<file path="src/rtl/eat_pkg.sv">
// Shared types and constants for the elliptic arc tessellator.
// Used by eat_ctrl, eat_dp and the top level; no dependencies.
`timescale 1ns / 1ps
package eat_pkg;

  localparam logic signed [34:0] TWO_PI_Q28     = 35'sd1686629713;
  localparam logic signed [34:0] HALF_PI_Q30    = 35'sd1686629713;
  localparam logic signed [34:0] QUARTER_PI_Q30 = 35'sd843314856;
  localparam logic [30:0]        ONE_Q30        = 31'h4000_0000;
  localparam logic [5:0]         MAX_SEGMENTS   = 6'd63;
  localparam int                 DIV_W          = 38;
  localparam int                 SQRT_STEPS     = 32;

  typedef enum logic [5:0] {
    C_NONE, C_LOAD, C_MUL_AX, C_MUL_AY, C_SQRT_GO, C_SW_INIT, C_SW_RED, C_SW_SET,
    C_STEPS_ONE, C_N_ONE, C_DIV_SAG, C_ANG_SAG, C_MUL_DROP, C_STEPS_N, C_INC_N,
    C_MUL_SWK, C_DIV_PT, C_ANG_PT, C_ANG_RED, C_QUAD_INIT, C_QUAD_STEP, C_FOLD,
    C_MUL_YY, C_SET_Y2, C_MUL_TY2, C_DIV_TERM, C_ACC_TERM, C_COS_INIT, C_SC_FINAL,
    C_MUL_RS, C_MUL_MXC, C_MUL_MYRS, C_MUL_MYC, C_MUL_MXRS, C_EMIT
  } cmd_t;

  typedef struct packed {
    logic sqrt_busy;
    logic div_busy;
    logic rad_zero;
    logic sw_hi;
    logic sw_lo;
    logic ang_neg;
    logic ang_hi;
    logic x_ge_hp;
    logic term_last;
    logic cos_mode;
    logic sag_ok;
    logic n_max;
    logic tol_zero;
    logic out_free;
    logic k_last;
  } stat_t;

  // series term divisors: sine (2k)(2k+1), cosine (2k-1)(2k)
  function automatic logic [7:0] term_div(input logic cm, input logic [2:0] j);
    logic [7:0] d;
    d = 8'd1;
    case ({cm, j})
      4'b0001: d = 8'd6;
      4'b0010: d = 8'd20;
      4'b0011: d = 8'd42;
      4'b0100: d = 8'd72;
      4'b0101: d = 8'd110;
      4'b1001: d = 8'd2;
      4'b1010: d = 8'd12;
      4'b1011: d = 8'd30;
      4'b1100: d = 8'd56;
      4'b1101: d = 8'd90;
      4'b1110: d = 8'd132;
      default: d = 8'd1;
    endcase
    return d;
  endfunction

endpackage

</file>
<file path="src/rtl/eat_ctrl.sv">
// Tessellator sequencer: one datapath command per cycle, none in waits.
// Depends on eat_pkg.
`timescale 1ns / 1ps
module eat_ctrl import eat_pkg::*; (
  input  logic  clk,
  input  logic  rst,
  input  logic  in_valid,
  output logic  in_ready,
  input  stat_t st,
  output cmd_t  cmd
);

  typedef enum logic [4:0] {
    S_IDLE, S_SQ1, S_SQ2, S_SQ3, S_SQW, S_CHK, S_SWR, S_TOL, S_SAG_DIV, S_SAG_DW,
    S_SAG_MUL, S_SAG_CMP, S_PT_MUL, S_PT_DIV, S_PT_DW, S_SC_RED, S_SC_Q, S_SC_YY,
    S_SC_Y2, S_SC_TM, S_SC_TD, S_SC_TW, S_SC_COS, S_SC_FIN, S_PT_RS, S_PT_MXC,
    S_PT_MYRS, S_PT_MYC, S_PT_MXRS, S_PT_OUT
  } state_t;

  state_t state, state_next;
  logic   pt_mode, pt_mode_next;

  assign in_ready = (state == S_IDLE);

  always_comb begin
    state_next   = state;
    pt_mode_next = pt_mode;
    cmd          = C_NONE;
    unique case (state)
      S_IDLE: if (in_valid) begin cmd = C_LOAD; state_next = S_SQ1; end
      S_SQ1: begin cmd = C_MUL_AX; state_next = S_SQ2; end
      S_SQ2: begin cmd = C_MUL_AY; state_next = S_SQ3; end
      S_SQ3: begin cmd = C_SQRT_GO; state_next = S_SQW; end
      S_SQW: if (!st.sqrt_busy) state_next = S_CHK;
      S_CHK: begin
        if (st.rad_zero) begin
          state_next = S_IDLE;
        end else begin
          cmd = C_SW_INIT; state_next = S_SWR;
        end
      end
      S_SWR: begin
        if (st.sw_hi || st.sw_lo) begin
          cmd = C_SW_RED;
        end else begin
          cmd = C_SW_SET; state_next = S_TOL;
        end
      end
      S_TOL: begin
        if (st.tol_zero) begin
          cmd = C_STEPS_ONE; state_next = S_PT_MUL;
        end else begin
          cmd = C_N_ONE; state_next = S_SAG_DIV;
        end
      end
      S_SAG_DIV: begin cmd = C_DIV_SAG; state_next = S_SAG_DW; end
      S_SAG_DW: if (!st.div_busy) begin
        cmd = C_ANG_SAG; pt_mode_next = 1'b0; state_next = S_SC_RED;
      end
      S_SAG_MUL: begin cmd = C_MUL_DROP; state_next = S_SAG_CMP; end
      S_SAG_CMP: begin
        if (st.sag_ok || st.n_max) begin
          cmd = C_STEPS_N; state_next = S_PT_MUL;
        end else begin
          cmd = C_INC_N; state_next = S_SAG_DIV;
        end
      end
      S_PT_MUL: begin cmd = C_MUL_SWK; state_next = S_PT_DIV; end
      S_PT_DIV: begin cmd = C_DIV_PT; state_next = S_PT_DW; end
      S_PT_DW: if (!st.div_busy) begin
        cmd = C_ANG_PT; pt_mode_next = 1'b1; state_next = S_SC_RED;
      end
      S_SC_RED: begin
        if (st.ang_neg || st.ang_hi) begin
          cmd = C_ANG_RED;
        end else begin
          cmd = C_QUAD_INIT; state_next = S_SC_Q;
        end
      end
      S_SC_Q: begin
        if (st.x_ge_hp) begin
          cmd = C_QUAD_STEP;
        end else begin
          cmd = C_FOLD; state_next = S_SC_YY;
        end
      end
      S_SC_YY: begin cmd = C_MUL_YY; state_next = S_SC_Y2; end
      S_SC_Y2: begin cmd = C_SET_Y2; state_next = S_SC_TM; end
      S_SC_TM: begin cmd = C_MUL_TY2; state_next = S_SC_TD; end
      S_SC_TD: begin cmd = C_DIV_TERM; state_next = S_SC_TW; end
      S_SC_TW: if (!st.div_busy) begin
        cmd = C_ACC_TERM;
        if (!st.term_last) state_next = S_SC_TM;
        else if (st.cos_mode) state_next = S_SC_FIN;
        else state_next = S_SC_COS;
      end
      S_SC_COS: begin cmd = C_COS_INIT; state_next = S_SC_TM; end
      S_SC_FIN: begin
        cmd = C_SC_FINAL;
        state_next = pt_mode ? S_PT_RS : S_SAG_MUL;
      end
      S_PT_RS: begin cmd = C_MUL_RS; state_next = S_PT_MXC; end
      S_PT_MXC: begin cmd = C_MUL_MXC; state_next = S_PT_MYRS; end
      S_PT_MYRS: begin cmd = C_MUL_MYRS; state_next = S_PT_MYC; end
      S_PT_MYC: begin cmd = C_MUL_MYC; state_next = S_PT_MXRS; end
      S_PT_MXRS: begin cmd = C_MUL_MXRS; state_next = S_PT_OUT; end
      S_PT_OUT: if (st.out_free) begin
        cmd = C_EMIT;
        state_next = st.k_last ? S_IDLE : S_PT_MUL;
      end
      default: state_next = S_IDLE;
    endcase
  end

  always_ff @(posedge clk) begin
    if (rst) begin
      state   <= S_IDLE;
      pt_mode <= 1'b0;
    end else begin
      state   <= state_next;
      pt_mode <= pt_mode_next;
    end
  end

endmodule

</file>
<file path="config.mk">
export PLATFORM = sky130hd
export DESIGN_NAME = eat_ctrl
export DESIGN_NICKNAME = d
export VERILOG_FILES = /design/src/rtl/eat_pkg.sv /design/src/rtl/eat_ctrl.sv
export SDC_FILE = /design/constraint.sdc
export NUM_CORES = 1
export LEC_CHECK = 0
export BUFFER_PORTS_ARGS = -buffer_cell sky130_fd_sc_hd__clkbuf_2
export CORE_ASPECT_RATIO = 0.8
export CORE_MARGIN = 3
export CORE_UTILIZATION = 50
export CTS_CLUSTER_SIZE = 14
export DETAILED_ROUTE_END_ITERATION = 16
export MAX_ROUTING_LAYER = met4
export PLACE_DENSITY = 0.74
export SLEW_MARGIN = 10
export SYNTH_ARGS = -nofsm -noshare
export SYNTH_HDL_FRONTEND = slang
export SYNTH_SLANG_ARGS = --single-unit
</file>
<file path="constraint.sdc">
create_clock -name clk -period 2.1 [get_ports clk]
set_clock_uncertainty 0.1 [all_clocks]
set_input_delay 0.42 -clock clk [delete_from_list [all_inputs] [get_ports clk]]
set_output_delay 0.42 -clock clk [all_outputs]
set_load 0.03 [all_outputs]
</file>
==> results.toml <==
[status]
status = "complete, but fails checks"
violations = "setup timing"

[floorplan]
die_y_um = 48.89
pin_count = 25
die-area_mm2 = 0.002915
rows = 14
start_util_pct = 56.59
fp.dieW_um = 59.62
core-area_mm2 = 0.002032

[clock_tree]
clk_pin_slew_ns = 0.05
postCtsHoldBufs = 0
ctsRootBufferMaster = "clkbuf_4"
clock_latency_ns = 0.25
clockBufferDepth = 2
cts_tree = "done"
cts_made_buffers = 3
clock_sinks = 6
htreeDepth = 1

[place]
place.gp.congestion = 0.9419
placed_area_mm2 = 0.001406
io_buffers = 24
dpl.cell_count = 228
place_hpwl_um = 2892
preCtsSetupSlack_ns = -0.005627

[sta]
max_clock_freq_mhz = 447.8
hold_violations = 0
fin_crit_ns = 2.233
holdWs_ns = 0.3764
worst_slack_ns = -0.1330
min_period_over_period_pct = 106.3
maxSlewHeadroom_pct = 60.37
rsz0062_at_grt = "yes"
drv_slew = 0
tightest_slew_ns = 0.5795
setup_violations = 5

[yosys]
synth.net_count = 193
synth_top_area_share_pct = 10.45
syn_inst = 175
synth-edff-count = 0
synth.distinct_cells = 53
synth_commonest_cells = "nor2_1 (19), a21oi_1 (17), nand2_1 (15), o21ai_0 (9)"
yosysMostFrequentCell = "nor2_1"
avgSynthCellArea_um2 = 6.571
synth-seq-cells = 6
yosysSeqAreaShare_pct = 10.45
syn_area_mm2 = 0.001150
synth_area_leaders = "dfxtp_1 (10%), a21oi_1 (7.4%), nor2_1 (6.2%)"
synth.largest_area_cell = "dfxtp_1"
ys.flop_type = "dfxtp_1"
async_flop_share_pct = 0
synth_warnings = 0

[pwr]
pwr-share-seq_pct = 11.1
p_int_uw = 912.2
pwr_density_cell_mw_per_mm2 = 1042
ir_drop_uv = 820.3
pwr-share-clk_pct = 6.2
p_switching_uw = 854.0
cellLeakagePower_nw = 0.7090
combPwrFrac_pct = 82.7
p_sw_share_pct = 48.35

[cells_and_area]
multi_input_area_mm2 = 0.001027
utilization_pct = 83.44
diodes = 0
fill_cells = 118
drive_gt1_share_pct = 44.91
fin_nets = 236
area_growth_pct = 47.44
seqCellArea_um2 = 138.9
final-instance-count-excl-fill = 240
design_area_mm2 = 0.001695

[critical_path]
worstPathArrival_ns = 1.71
critPathKind = "register to primary output"
critPathMaxFanout = 8
cp-start-kind = "register"
endpoint_kind = "primary output"
required_ns = 1.58

[global_routing]
grtUsageTotal_pct = 32.15
grt_first_pass_wirelength_um = 7169
grt_max_degree = 21
grt_overflow = 0
grt_antenna_before_repair = 0
grt_pass1_vias = 1486

[run]
cap_viol_max_count = 0

[detailed_routing]
ant_nets = 0
routedWlPerCell_um = 20.03
vias_per_cell = 7.104
routed-via-count = 1705
drtIter0Drc = 242
drt_wl_total_um = 4808
first_pass_iters = 7
route.detailed.drc = 0

[hold_path]
min_path_type = "input port to register"
-- area by class of cell --
class,count,share of cell area (%)
inverters,4,1.181
repair buffers,58,26.94
multi-input cells,145,60.59
well taps,24,1.771
flip-flops and latches,6,8.192
clock buffers,3,1.328
-- what timing repair did --
item,4_1_cts,5_1_grt
pin swaps,7,7
setup buffers,7,1
gates resized for setup,34,31
gates cloned,1,0
endpoints found under the setup margin,6,7
hold endpoints to repair,0,0
-- worst paths after layout --
kind / start / to / slack (ns) / cells after the start
worst max-delay path: state[2] / cmd[0] / -0.13 / 6
worst min-delay path: rst / pt_mode / 0.38 / 2
worst max register to register: state[1] / state[2] / 0.12 / 8
worst min register to register: pt_mode / pt_mode / 0.40 / 2
-- stage by stage --
stage	power [mW]	TNS (ns)
floorplan	0.9267	-0.02352
global placement	1.258	0
detailed placement	1.275	-0.007575
CTS	1.599	-0.3963
global route	1.857	-0.7025
finish	1.766	-0.3385
-- state kept, by name, indices dropped and copies added (netlist names) --
signal / cells
pt_mode: 1
state: 5
-- cells in the final DEF, fill, tap and decap left out, drive strengths merged, types with 2 or more instances in the layout --
master	count
o31ai	2
inv	4
a21oi	18
nor4	2
nor2b	7
and2	2
o22ai	4
o32ai	3
mux2i	2
a31oi	5
nor2	19
clkbuf	23
mux2	3
and3	2
a21o	3
a211o	4
or2	2
a22oi	3
nor3	3
o21ai	9
nand3	2
o2111ai	2
nand2b	7
or3	2
nand2	15
nand4	2
a221o	3
dfxtp	6
o211ai	3
buf	38
a21boi	2
-- cell families (layout without fill, tap and decap cells) --
| family | count (synthesis) | after routing | synth area share (%) |
|---|---|---|---|
| flops | 6 | 6 | 10.45 |
| mux | 5 | 5 | 5.658 |
| buf+inv | 24 | 65 | 10.23 |
| compound gates | 71 | 71 | 43.31 |
| simple gates | 67 | 67 | 28.83 |
| xor+xnor | 2 | 2 | 1.524 |
-- power by group through the flow --
| stage | clock network [mW] | registers, mW | logic (mW) |
|---|---|---|---|
| after floorplan | 0 | 0.162 | 0.765 |
| after global routing | 0.122 | 0.201 | 1.53 |
| after detailed placement | 0 | 0.178 | 1.10 |
| after global placement | 0 | 0.174 | 1.08 |
| final | 0.109 | 0.196 | 1.46 |
| after CTS | 0.113 | 0.189 | 1.30 |
-- per-layer routing --
layer	vias to the layer above	global-route usage (%)	share of wire, %
li1	743	-	-
met1	781	45.07	41
met2	148	46.36	43
met3	33	6.349	12
met4	0	8.856	3.6
met5	-	-	0
-- worst max-delay path, cell delays in order (launching register included) --
cell,delay [ns]
dfxtp_4,0.35
clkbuf_4,0.18
nand2b_1,0.20
o22ai_1,0.21
a32oi_1,0.12
o2111ai_1,0.21
buf_4,0.19
No activity file was read; power rests on OpenSTA's default activity.
